**src/hw/rtl/mp2d_pkg.sv**
```systemverilog
// Shared types and constants for the 2-D max pooling block.
// Used by mp2d_ctrl, mp2d_datapath and max_pool_2d; no dependencies.
`default_nettype none
package mp2d_pkg;

  // Configuration port widths and register indexes.
  localparam int CFG_IDX_W  = 4;
  localparam int CFG_DATA_W = 9;

  localparam logic [CFG_IDX_W-1:0] REG_POOL_H  = 4'd0;
  localparam logic [CFG_IDX_W-1:0] REG_POOL_W  = 4'd1;
  localparam logic [CFG_IDX_W-1:0] REG_STRIDE_R = 4'd2;
  localparam logic [CFG_IDX_W-1:0] REG_STRIDE_C = 4'd3;
  localparam logic [CFG_IDX_W-1:0] REG_PAD_R   = 4'd4;
  localparam logic [CFG_IDX_W-1:0] REG_PAD_C   = 4'd5;
  localparam logic [CFG_IDX_W-1:0] REG_ROWS    = 4'd6;
  localparam logic [CFG_IDX_W-1:0] REG_COLS    = 4'd7;

  // Result status codes.
  localparam logic [1:0] ST_OK          = 2'd0;
  localparam logic [1:0] ST_ZERO_STRIDE = 2'd1;
  localparam logic [1:0] ST_KERNEL_BIG  = 2'd2;

  // Largest padding per side, and width of kernel-size values (up to 31).
  localparam int PAD_MAX = 4;
  localparam int KW      = 5;
  localparam int COORD_W = 9;

  // Commands from the controller to the datapath.
  typedef struct packed {
    logic accept;  // take the input request
    logic scan;    // issue one line-store read of the window
    logic load;    // load the result into the output register
  } mp2d_cmd_t;

  // Status from the datapath to the controller.
  typedef struct packed {
    logic err;        // configuration error for the current request
    logic win;        // current request completes a window
    logic scan_last;  // current read is the window's last element
    logic out_free;   // output register can take a result this cycle
  } mp2d_sts_t;

endpackage
`default_nettype wire

```
**src/hw/rtl/mp2d_ctrl.sv**
```systemverilog
// Controller state machine of the 2-D max pooling block.
// Depends on mp2d_pkg for the command and status structs.
`default_nettype none
module mp2d_ctrl (
  input  logic                clk_i,
  input  logic                rst_ni,
  input  logic                in_valid_i,
  output logic                in_stall_o,
  input  mp2d_pkg::mp2d_sts_t sts_i,
  output mp2d_pkg::mp2d_cmd_t cmd_o
);
  import mp2d_pkg::*;

  localparam logic [1:0] S_IDLE  = 2'd0;
  localparam logic [1:0] S_SCAN  = 2'd1;
  localparam logic [1:0] S_FLUSH = 2'd2;
  localparam logic [1:0] S_EMIT  = 2'd3;

  logic [1:0] state_q, state_d;

  assign in_stall_o = (state_q != S_IDLE);

  always_comb begin
    state_d    = state_q;
    cmd_o      = '0;
    case (state_q)
      S_IDLE: begin
        if (in_valid_i) begin
          cmd_o.accept = 1'b1;
          if (sts_i.err) begin
            state_d = S_EMIT;
          end else if (sts_i.win) begin
            state_d = S_SCAN;
          end
        end
      end
      S_SCAN: begin
        cmd_o.scan = 1'b1;
        if (sts_i.scan_last) begin
          state_d = S_FLUSH;
        end
      end
      S_FLUSH: begin
        state_d = S_EMIT;
      end
      S_EMIT: begin
        if (sts_i.out_free) begin
          cmd_o.load = 1'b1;
          state_d    = S_IDLE;
        end
      end
      default: begin
        state_d = S_IDLE;
      end
    endcase
  end

  always_ff @(posedge clk_i or negedge rst_ni) begin
    if (!rst_ni) begin
      state_q <= S_IDLE;
    end else begin
      state_q <= state_d;
    end
  end

endmodule
`default_nettype wire

```
**config.mk**
```make
export PLATFORM = sky130hd
export DESIGN_NAME = mp2d_ctrl
export DESIGN_NICKNAME = d
export VERILOG_FILES = /design/src/hw/rtl/mp2d_pkg.sv /design/src/hw/rtl/mp2d_ctrl.sv
export SDC_FILE = /design/constraint.sdc
export NUM_CORES = 1
export LEC_CHECK = 0
export ABC_AREA = 0
export BUFFER_PORTS_ARGS = -buffer_cell sky130_fd_sc_hd__buf_2
export CAP_MARGIN = 20
export CORE_AREA = 4 4 41 43
export CTS_CLUSTER_DIAMETER = 120
export CTS_CLUSTER_SIZE = 8
export DETAILED_ROUTE_END_ITERATION = 6
export DIE_AREA = 0 0 45 47
export GPL_ROUTABILITY_DRIVEN = 0
export PLACE_DENSITY_LB_ADDON = 0.12
export SKIP_CTS_REPAIR_TIMING = 1
export SYNTH_ARGS = -nofsm -noshare
export SYNTH_HDL_FRONTEND = slang
export SYNTH_SLANG_ARGS = --single-unit
```
**constraint.sdc**
```tcl
create_clock -name clk_i -period 1.7 [get_ports clk_i]
set_clock_uncertainty 0.1 [all_clocks]
set_input_delay 0.34 -clock clk_i [delete_from_list [all_inputs] [get_ports clk_i]]
set_output_delay 0.34 -clock clk_i [all_outputs]
set_load 0.03 [all_outputs]
```
Word level (Yosys, flattened, before mapping)
Index checks and enable logic that the tools add are counted.
{"block": "word_totals", "reg_bits": 2, "out_inout_bits": 4, "elab_cells": 22}
{"block": "classes", "n_eq_ne": 7, "mux": 11, "reduce_logical": 3}
{"op": "2-bit 2-to-1 mux", "n": 5}
{"op": "2-bit one-hot mux with 4 select lines", "n": 1}
{"op": "2-bit inequality test, second input constant", "n": 3}
{"op": "1-bit 2-to-1 mux", "n": 5}
{"op": "2-bit equality test, second input constant", "n": 2}
{"op": "4-bit AND reduction", "n": 1}
{"op": "3-bit inequality test, second input constant", "n": 1}
{"op": "2-bit by 1-bit equality test with 1-bit output, second input constant", "n": 1}
{"op": "2-bit zero test", "n": 1}
{"op": "2-bit nonzero test", "n": 1}

Depth between registers and ports, before layout
Gate-level depths: netlist (run 1).
{"block": "depth", "ltp_word": 4, "depth_mapped": 4, "mapped_depth_nobuf": 4}

Worst setup path before layout (run 1)
OpenSTA, ideal clock, no wires.
{"block": "synth_timing", "path_kind": "register -> register", "start": "register state_q[1]", "end": "register state_q[0]", "setup_time_ns": 0.079, "t_arrival_ns": 1.396, "required_time_ns": 1.521, "setup_slack_ns": 0.125, "stages_incl_launch_ff": 5, "path_buffers": 0, "synth_period_minus_slack_ns": 1.575, "cell_sequence": "dfrtp_1 inv_1 ha_1 a222oi_1 mux2i_1"}
{"block": "synth_between", "elab_chain_len": 3, "word_cells_on_any_way": 10}
{"item": "start, declared", "line_no": "mp2d_ctrl.sv:19", "source": "logic [1:0] state_q, state_d;"}
{"item": "start signal, assigned", "line_no": "mp2d_ctrl.sv:62", "source": "state_q <= state_d;"}
{"item": "2-bit by 1-bit equality test with 1-bit output, or another cell as far along", "line_no": "mp2d_ctrl.sv:26", "source": "case (state_q)"}
{"item": "2-bit inequality test (no line) or 3-bit inequality test (tied branches)"}
{"item": "4-bit AND reduction (no line)"}
Parallel ways exist; a longest one is shown, timed or not.
A chain may end at the register's enable or synchronous reset.

==> results of run 1 <==
cells in the final DEF, fill, tap and decap left out:
cell type / count
sky130_fd_sc_hd__and2_1: 1
sky130_fd_sc_hd__o21ai_0: 1
sky130_fd_sc_hd__dlygate4sd3_1: 1
sky130_fd_sc_hd__mux2i_1: 3
sky130_fd_sc_hd__ha_1: 4
sky130_fd_sc_hd__nor2_1: 1
sky130_fd_sc_hd__and2_2: 1
sky130_fd_sc_hd__ha_2: 1
sky130_fd_sc_hd__buf_4: 1
sky130_fd_sc_hd__dfrtp_1: 2
sky130_fd_sc_hd__buf_2: 9
sky130_fd_sc_hd__inv_2: 2
sky130_fd_sc_hd__clkbuf_4: 3
sky130_fd_sc_hd__a222oi_1: 1
sky130_fd_sc_hd__inv_1: 3
cell families after synthesis:
group	after synthesis	synth area share, %
AOI/OAI and AO/OA	2	7.74
DFF	2	25.8
and+or+nand+nor	3	9.03
muxes	3	15.5
buffers and inverters	5	9.68
adders and majority gates	5	32.3
worst min-delay path by stage:
| stage | start | to | slack (ps) | depth (start not counted) |
|---|---|---|---|---|
| 4_1_cts | rst_ni | state_q[0] | -210 | 1 |
| 5_1_grt | rst_ni | state_q[0] | 340 | 2 |
| 6_report | rst_ni | state_q[0] | 330 | 2 |
| 2_1_floorplan | rst_ni | state_q[0] | -60 | 0 |
| 3_5_place_dp | rst_ni | state_q[0] | 30 | 1 |
| 3_3_place_gp | rst_ni | state_q[0] | 30 | 1 |
power groups by stage:
stage,clock network (mW),registers [mW],logic [mW]
6_report,0.103,0.0997,0.341
5_1_grt,0.121,0.103,0.389
4_1_cts,0.109,0.0968,0.339
3_5_place_dp,0,0.0973,0.339
3_3_place_gp,0,0.0961,0.337
2_1_floorplan,0,0.0922,0.263
through the flow:
stage                     instances  util [%]  setup TNS (ps)  hold WS (ps)
final                            49      23.1               0           335
after global routing             49      23.1               0           343
after CTS                        48      21.9           -25.0          -211
after detailed placement         45      20.2               0          28.8
after global placement           45      20.2               0          27.8
after floorplan                  20         -               0         -55.6
critical path, delay by kind of cell, from the launching register on:
| kind | cells | cell delay [ps] |
|---|---|---|
| DFF | 1 | 390 |
| buffers and inverters | 2 | 250 |
| adders and majority gates | 1 | 190 |
| and+or+nand+nor | 1 | 120 |
routing by layer:
metal,GRT usage [%],up-vias,share of wire [%]
met5,0,-,0
met2,7.63,11,41
li1,-,93,-
met1,5.00,70,44
met4,1.75,0,0
met3,4.60,0,15
area by class of cell:
type                    count  area, um^2  area share (%)
clock buffers               3        22.5            7.50
multi-input cells          13         128            42.5
repair buffers             11        62.6            20.8
inverters                   5        18.8            6.25
flip-flops and latches      2        50.0            16.7
well taps                  15        18.8            6.25
==> reports/results.tsv, run 1 <==
stage	metric	value	unit
status	run status	finished, final reports clean	
clock_network	H-tree depth reported by CTS	1	
worst_setup_path	worst-case register-to-register setup slack	170	ps
yosys	number of unique standard cell types used by synthesis	9	
cells_and_area	final design area excluding fillers	300	um^2
timing	final max-slew violation count	0	
yosys	proportion of synthesized chip area in sequential cells	25.8	%
route	average vias per placed instance	3.55	
clock_network	maximum clock path buffer count	2	
yosys	cell area after synthesis	194	um^2
yosys	share of the synthesized area in the top cell type	32.3	%
power	Pwr Density	1810	nW/um^2
yosys	predominant post-synthesis flop cell	sky130_fd_sc_hd__dfrtp_1	
clock_network	root buffer cell	sky130_fd_sc_hd__clkbuf_4	
timing	fmax	0.621	GHz
worst_setup_path	worst flop-to-flop path endpoint	state_q[1]	
yosys	cell type contributing the most total cell area after synthesis	sky130_fd_sc_hd__ha_1	
power	Cell Int Power	292	uW
die	I/O pin count	11	
hold_path	Hold Path Class	in -> async	
power	cell leakage power	0.173	nW
die	die width	45	um
yosys	number of synthesized flops with an enable pin	0	
route	detailed-router iteration count before antenna repair	4	
yosys	Async SR Flop Fraction	100	%
worst_setup_path	logic depth of the worst register-to-register path	3	
worst_setup_path	longest individual stage delay on the worst path	390	ps
clock_network	clk sinks	2	
route	total routed wirelength	435	um
yosys	synthesized instance count	20	
route	average wire length per cell after detail routing	8.88	um
timing	setup repair after global routing missed its margin	false	
clock_network	number of buffers added by the clock tree synthesis step	3	
worst_setup_path	launching element type of the critical path	flop	
global_routing	wire length of the first global-routing pass	710	um
worst_setup_path	Setup Crit Path Kind	reg -> out	
worst_setup_path	type of element capturing the critical path	output pin	
cells_and_area	diode insertion count for antenna repair	0	
cells_and_area	synthesis-to-layout area growth	54.8	%
cells_and_area	registers with the most flip-flops	state_q x2	
worst_setup_path	CP Launch Point	state_q[0]	
worst_setup_path	RR Startpoint	state_q[0]	
power	switching portion of total power	46.3	%
timing	Setup violations, final	0	
die	Rows	13	
route	drt initial violations	5	
cells_and_area	fill cell total of the finished layout	159	
placement	worst slack at placement	122	ps
cells_and_area	number of nets in the layout	48	
clock_network	insertion delay of the later-clocked pin in the worst-skew pair	220	ps
power	Clk pwr share	19.0	%
global_routing	antenna violations before repair	0	
yosys	Avg Cell Area, Syn	9.70	um^2
timing	Worst Tran Pin Value	510	ps
cells_and_area	register with the highest flop count	state_q	
clock_network	Worst-path clk slew	30	ps
worst_setup_path	peak fanout along the critical path	4	
yosys	register bit total from synthesis	2	
timing	max-slew headroom at the worst pin	66.0	%
die	die area	2120	um^2
die	initial cell density of the core	14.9	%
global_routing	leftover overflow at the end of global routing	0	
timing	smallest setup slack after layout	88.9	ps
route	count of vias placed by the detailed router	174	
yosys	largest cells by area after synthesis	sky130_fd_sc_hd__ha_1 (32%), sky130_fd_sc_hd__dfrtp_1 (26%), sky130_fd_sc_hd__mux2i_1 (15%)	
placement	input/output buffers	10	
power	worst supply voltage drop on vdd	0.797	mV
worst_setup_path	cells along the critical path	inv_2 -> ha_2 -> and2_1 -> buf_4	
power	post-route total power	544	uW
die	vertical extent of the die	47	um
yosys	ranking of synthesized cells by instance count	sky130_fd_sc_hd__ha_1 (5), sky130_fd_sc_hd__inv_1 (5), sky130_fd_sc_hd__mux2i_1 (3)	
global_routing	number of global-route vias before repair	181	
cells_and_area	proportion of layout cells with a drive suffix above 1	50.0	%
placement	post-detail-place hpwl	378	um
power	sequential fraction of design power	18.3	%
power	Switch Pwr	252	uW
cells_and_area	flip-flop count of the largest register, all copies and words added	2	
yosys	post-synthesis net count	32	
route	count of nets left with antenna violations after detail routing	0	
yosys	synth warn	0	
timing	final critical-path required period	1610	ps
timing	final hold violation count	0	
worst_setup_path	end point of the critical path	cmd_o[2]	
timing	Final period util	94.8	%
placement	area of placed instances	263	um^2
clock_network	CTS tree	built	
global_routing	maximum number of pins on one net before global-route repair	5	
power	Gate power share	62.7	%
route	number of remaining DRC errors	0	
worst_setup_path	Slowest-stage cell, CP	sky130_fd_sc_hd__dfrtp_1	
worst_setup_path	Worst Path Required	1260	ps
global_routing	total routing usage reported by global routing	5.06	%
die	CORE AREA	1300	um^2
job	max-capacitance violation count	0	
worst_setup_path	endpoint arrival time on the critical path	1170	ps
(Power assumes the default switching activity.)
==> run 2, diff against run 1 <==
- CTS_BUF_LIST: unset -> sky130_fd_sc_hd__clkbuf_16
==> run 2 against run 1 <==
- non-clock buffer count is the same
- utilization up 4.0 points
- final area up 17%
- power rose by 46%
- largest power group is now clock
- global-route usage increased by 0.47 points
- combinational power about the same
- wire length grew 3.9%
- sequential share of layout area is 2.5 points lower
- clock power grew to 3.4 times the previous value
- sequential power about the same
- fmax is 0.13% higher
- die area unchanged
- critical path type unchanged
==> reports/results.tsv, run 2 (synthesized netlist as in run 1, its figures left out) <==
stage	metric	value	unit	change
status	run status	finished, final reports clean		
route	count of vias placed by the detailed router	180		+3.4%
route	drt initial violations	6		+1
clock_network	CTS tree	built		
timing	Setup violations, final	0		unchanged
cells_and_area	post-layout util	27.1	%	+4.0 points
power	worst supply voltage drop on vdd	0.972	mV	+22%
placement	worst slack at placement	122	ps	unchanged
global_routing	number of global-route vias before repair	182		+0.55%
die	I/O pin count	11		unchanged
timing	fmax	0.621	GHz	+0.13%
cells_and_area	number of standard cells in the final layout excluding fillers	49		unchanged
global_routing	wire length of the first global-routing pass	731	um	+3.0%
placement	number of placed instances with taps included	45		unchanged
job	max-capacitance violation count	0		unchanged
cells_and_area	proportion of layout cells with a drive suffix above 1	50.0	%	unchanged
worst_setup_path	Worst Path Required	1260	ps	about the same
cells_and_area	registers with the most flip-flops	state_q x2		
route	number of remaining DRC errors	0		unchanged
cells_and_area	multi-input gate area in the final layout	128	um^2	unchanged
clock_network	H-tree depth reported by CTS	1		unchanged
die	Rows	13		unchanged
timing	smallest setup slack after layout	91.0	ps	+2.03 ps
placement	post-detail-place hpwl	378	um	unchanged
global_routing	antenna violations before repair	0		unchanged
global_routing	total routing usage reported by global routing	5.53	%	+0.47 points
worst_setup_path	launching element type of the critical path	flop		
route	detailed-router iteration count before antenna repair	4		unchanged
timing	setup_tns	0	ps	unchanged
cells_and_area	sequential cell area	50.0	um^2	unchanged
worst_setup_path	endpoint arrival time on the critical path	1170	ps	about the same
global_routing	leftover overflow at the end of global routing	0		unchanged
power	post-route total power	792	uW	+46%
power	cell leakage power	0.196	nW	+13%
cells_and_area	commonest non-fill, non-tap cells in the layout	sky130_fd_sc_hd__buf_2 (9), sky130_fd_sc_hd__ha_1 (4), sky130_fd_sc_hd__inv_1 (3), sky130_fd_sc_hd__mux2i_1 (3), sky130_fd_sc_hd__clkbuf_16 (3)		
die	die width	45	um	unchanged
timing	max-slew headroom at the worst pin	66.0	%	about the same
timing	Worst Tran Pin Value	510	ps	-0.000775 ps
die	initial cell density of the core	14.9	%	unchanged
cells_and_area	flip-flop count of the largest register, all copies and words added	2		unchanged
placement	input/output buffers	10		unchanged
route	average vias per placed instance	3.67		+3.4%
route	count of nets left with antenna violations after detail routing	0		unchanged
die	CORE AREA	1300	um^2	unchanged
timing	worst-case hold slack	337	ps	+2.27 ps
timing	final critical-path required period	1610	ps	-2.03 ps
cells_and_area	synthesis-to-layout area growth	81.9	%	
route	total routed wirelength	452	um	+3.9%
cells_and_area	final design area excluding fillers	353	um^2	+17%
die	vertical extent of the die	47	um	unchanged
global_routing	maximum number of pins on one net before global-route repair	5		unchanged
worst_setup_path	peak fanout along the critical path	4		unchanged
timing	Final period util	94.6	%	-0.12 points
clock_network	Worst-path clk slew	30	ps	about the same
clock_network	clk sinks	2		unchanged
route	average wire length per cell after detail routing	9.22	um	+3.9%
cells_and_area	fill cell total of the finished layout	151		-5.0%
worst_setup_path	logic depth of the worst register-to-register path	3		unchanged
cells_and_area	diode insertion count for antenna repair	0		unchanged
cells_and_area	number of nets in the layout	48		unchanged
clock_network	insertion delay of the later-clocked pin in the worst-skew pair	220	ps	about the same
timing	final max-slew violation count	0		unchanged
hold_path	Hold Path Class	in -> async		
timing	setup repair after global routing missed its margin	false		
worst_setup_path	RR Startpoint	state_q[0]		
die	die area	2120	um^2	unchanged
clock_network	maximum clock path buffer count	2		unchanged
clock_network	number of buffers added by the clock tree synthesis step	3		unchanged
cells_and_area	commonest non-fill, non-tap cell in the layout	sky130_fd_sc_hd__buf_2		
worst_setup_path	worst flop-to-flop path endpoint	state_q[1]		
worst_setup_path	worst-case register-to-register setup slack	170	ps	about the same
clock_network	root buffer cell	sky130_fd_sc_hd__clkbuf_16		
cells_and_area	register with the highest flop count	state_q		
power	Pwr Density	2240	nW/um^2	+24%
placement	area of placed instances	263	um^2	unchanged
timing	final hold violation count	0		unchanged
worst_setup_path	Setup Crit Path Kind	reg -> out		
worst_setup_path	type of element capturing the critical path	output pin		
## run 2: cell types whose count changed in the layout (fill, tap and decap cells not counted)
| cell | change |
|---|---|
| sky130_fd_sc_hd__clkbuf_16 | +3 |
| sky130_fd_sc_hd__clkbuf_4 | -3 |
## run 2: worst max path at each step
stage / from / endpoint / cells after the start
2_1_floorplan: state_q[1] / state_q[0] / 4
3_3_place_gp: state_q[1] / state_q[1] / 4
3_5_place_dp: state_q[0] / state_q[0] / 4
4_1_cts: state_q[0] / cmd_o[2] / 4
5_1_grt: state_q[0] / cmd_o[2] / 4
6_report: state_q[0] / cmd_o[2] / 4
## run 2: power breakdown
part	total (mW)	internal, mW	switching (mW)
logic	0.341	0.139	0.202
clock network	0.351	0.299	0.0518
registers	0.0998	0.0758	0.0239
## run 2: final cells by class
type                       instances  share of cell area, %
sequential                         2                   14.2
tap                               15                   5.32
multi-input combinational         13                   36.2
clock buffer                       3                   21.3
timing repair buffer              11                   17.7
inverter                           5                   5.32
## run 2: worst max-delay path: stages (launching register included)
cell,delay (ps)
sky130_fd_sc_hd__dfrtp_1,390
sky130_fd_sc_hd__inv_2,100
sky130_fd_sc_hd__ha_2,190
sky130_fd_sc_hd__and2_1,120
sky130_fd_sc_hd__buf_4,150
## run 2: routing by layer
| metal | vias up | wire length, um | GRT usage [%] |
|---|---|---|---|
| met5 | - | 0 | 0 |
| met4 | 0 | 5 | 5.26 |
| met3 | 2 | 70 | 4.60 |
| met2 | 12 | 188 | 7.63 |
| met1 | 73 | 188 | 5.00 |
| li1 | 93 | - | - |
==> run 3, diff against run 2 <==
- ABC_AREA: 0 -> 1
==> run 3 against run 2 <==
- setup slack got worse by 10 ps
- utilization up 2.6 points
- area after synthesis grew 14%
- register-to-register slack better by 260 ps
- global-route usage is 0.47 points lower
- wire length fell by 0.44%
- via count rose by 31%
- final area rose by 9.6%
- die area unchanged
- sequential cell count unchanged
==> reports/results.tsv, run 3 <==
stage	metric	value	unit	change
yosys	share of the synthesized area in the top cell type	28.4	%	-3.8 points
route	total routed wirelength	450	um	-0.44%
worst_setup_path	worst flop-to-flop path endpoint	state_q[1]		
cells_and_area	commonest non-fill, non-tap cell in the layout	sky130_fd_sc_hd__nand2_1		
global_routing	leftover overflow at the end of global routing	0		unchanged
route	number of remaining DRC errors	0		unchanged
clock_network	H-tree depth reported by CTS	1		unchanged
power	worst supply voltage drop on vdd	0.596	mV	-39%
timing	Setup violations, final	0		unchanged
clock_network	root buffer cell	sky130_fd_sc_hd__clkbuf_16		
worst_setup_path	CP Launch Point	state_q[1]		
yosys	synth warn	0		unchanged
cells_and_area	number of nets in the layout	62		+29%
clock_network	number of buffers added by the clock tree synthesis step	3		unchanged
cells_and_area	register with the highest flop count	state_q		
die	initial cell density of the core	16.9	%	+2.0 points
yosys	cell area after synthesis	220	um^2	+14%
worst_setup_path	RR Startpoint	state_q[1]		
cells_and_area	number of standard cells in the final layout excluding fillers	63		+29%
clock_network	CTS tree	built		
yosys	ranking of synthesized cells by instance count	sky130_fd_sc_hd__nand2_1 (11), sky130_fd_sc_hd__inv_1 (8), sky130_fd_sc_hd__ha_1 (5)		
yosys	number of synthesized flops with an enable pin	0		unchanged
global_routing	maximum number of pins on one net before global-route repair	5		unchanged
yosys	cell type contributing the most total cell area after synthesis	sky130_fd_sc_hd__ha_1		
power	cell leakage power	0.238	nW	+21%
die	CORE AREA	1300	um^2	unchanged
cells_and_area	fill cell total of the finished layout	154		+2.0%
yosys	post-synthesis net count	45		+41%
yosys	register bit total from synthesis	2		unchanged
cells_and_area	sequential cell area	50.0	um^2	unchanged
placement	number of placed instances with taps included	58		+29%
route	average wire length per cell after detail routing	7.14	um	-23%
worst_setup_path	Setup Crit Path Kind	reg -> out		
clock_network	Worst-path clk slew	30	ps	about the same
yosys	number of unique standard cell types used by synthesis	10		+1
worst_setup_path	type of element capturing the critical path	output pin		
worst_setup_path	worst-case register-to-register setup slack	430	ps	+260 ps
timing	final max-slew violation count	0		unchanged
clock_network	clk sinks	2		unchanged
global_routing	number of global-route vias before repair	198		+8.8%
timing	setup_tns	0	ps	unchanged
worst_setup_path	endpoint arrival time on the critical path	1180	ps	about the same
die	die width	45	um	unchanged
worst_setup_path	launching element type of the critical path	flop		
clock_network	maximum clock path buffer count	2		unchanged
timing	final critical-path required period	1620	ps	+10.2 ps
power	Pwr Density	2190	nW/um^2	-2.4%
die	vertical extent of the die	47	um	unchanged
cells_and_area	synthesis-to-layout area growth	75.6	%	
status	run status	finished, final reports clean		
cells_and_area	multi-input gate area in the final layout	139	um^2	+8.8%
worst_setup_path	peak fanout along the critical path	4		unchanged
route	detailed-router iteration count before antenna repair	1		-3
yosys	synthesized instance count	33		+65%
route	average vias per placed instance	3.75		+2.0%
cells_and_area	registers with the most flip-flops	state_q x2		
yosys	predominant post-synthesis flop cell	sky130_fd_sc_hd__dfrtp_1		
yosys	largest cells by area after synthesis	sky130_fd_sc_hd__ha_1 (28%), sky130_fd_sc_hd__dfrtp_1 (23%), sky130_fd_sc_hd__nand2_1 (19%)		
timing	Worst Tran Pin Value	150	ps	-360 ps
route	count of nets left with antenna violations after detail routing	0		unchanged
job	max-capacitance violation count	0		unchanged
die	die area	2120	um^2	unchanged
timing	fmax	0.618	GHz	-0.63%
route	drt initial violations	0		-6
cells_and_area	commonest non-fill, non-tap cells in the layout	sky130_fd_sc_hd__nand2_1 (11), sky130_fd_sc_hd__buf_2 (9), sky130_fd_sc_hd__inv_1 (6)		
timing	final hold violation count	0		unchanged
cells_and_area	diode insertion count for antenna repair	0		unchanged
die	I/O pin count	11		unchanged
yosys	Async SR Flop Fraction	100	%	unchanged
global_routing	total routing usage reported by global routing	5.06	%	-0.47 points
global_routing	wire length of the first global-routing pass	724	um	-0.96%
hold_path	Hold Path Class	in -> async		
timing	setup repair after global routing missed its margin	false		
cells_and_area	post-layout util	29.7	%	+2.6 points
yosys	proportion of synthesized chip area in sequential cells	22.7	%	-3.1 points
placement	post-detail-place hpwl	358	um	-5.3%
clock_network	insertion delay of the later-clocked pin in the worst-skew pair	220	ps	about the same
worst_setup_path	logic depth of the worst register-to-register path	6		+3
timing	Final period util	95.3	%	+0.60 points
die	Rows	13		unchanged
placement	input/output buffers	10		unchanged
cells_and_area	flip-flop count of the largest register, all copies and words added	2		unchanged
timing	max-slew headroom at the worst pin	89.9	%	+24 points
worst_setup_path	Worst Path Required	1260	ps	about the same
yosys	Avg Cell Area, Syn	6.67	um^2	-31%
route	count of vias placed by the detailed router	236		+31%
cells_and_area	proportion of layout cells with a drive suffix above 1	39.6	%	-10 points
yosys	most frequent cell after synthesis	sky130_fd_sc_hd__nand2_1		
global_routing	antenna violations before repair	0		unchanged
-- run 3: final cells by class --
class	instances	area share, %
clock buffer	3	19.4
inverter	9	8.74
multi-input combinational	22	35.9
sequential	2	12.9
tap	15	4.85
timing repair buffer	12	18.1
-- run 3: cells by family (layout without fill, tap and decap cells) --
kind of cell             after synthesis  in the layout  synth area share, %
flip-flops                             2              2                 22.7
buffers and inverters                  9             24                 15.3
adder cells (fa/ha/maj)                5              5                 28.4
AND/OR/NAND/NOR                       15             15                 29.0
AO/OA/AOI/OAI                          2              2                 4.54
-- run 3: stage by stage --
stage | hold slack, ps | setup WS (ps) | total power [mW] | cell area, um^2
3_3_place_gp | 27.2 | 241 | 0.482 | 289
3_5_place_dp | 25.8 | 248 | 0.474 | 289
5_1_grt | 346 | 2.97 | 0.921 | 387
4_1_cts | -205 | 14.5 | 0.834 | 364
6_report | 332 | 80.7 | 0.847 | 387
2_1_floorplan | -55.6 | 355 | 0.386 | 220
-- run 3: how the worst max path moves through the flow --
stage / end / slack (ps) / cells past startpoint
final: cmd_o[2] / 80 / 5
after global routing: cmd_o[2] / 3 / 5
after global placement: cmd_o[2] / 240 / 5
after detailed placement: cmd_o[2] / 250 / 5
after CTS: cmd_o[2] / 10 / 5
after floorplan: cmd_o[2] / 360 / 4
-- run 3: metal layers --
layer	share of wire, %	global-route usage, %	wire, um	up-vias
met5	0	0	0	-
met3	11	2.30	51	2
met2	40	6.78	179	10
li1	-	-	-	127
met4	1.8	5.26	8	0
met1	47	5.68	211	97
-- run 3: critical path: stages (launching register included) --
cell and delay, ps:
sky130_fd_sc_hd__dfrtp_1 410, sky130_fd_sc_hd__inv_2 90, sky130_fd_sc_hd__ha_2 190, sky130_fd_sc_hd__nand2_1 50, sky130_fd_sc_hd__inv_1 40, sky130_fd_sc_hd__clkbuf_4 170
-- run 3: power breakdown --
part           internal, mW  switching [mW]  leakage, nW
clock                 0.299          0.0542       0.0370
combinational         0.152           0.236        0.177
sequential           0.0745          0.0313       0.0244
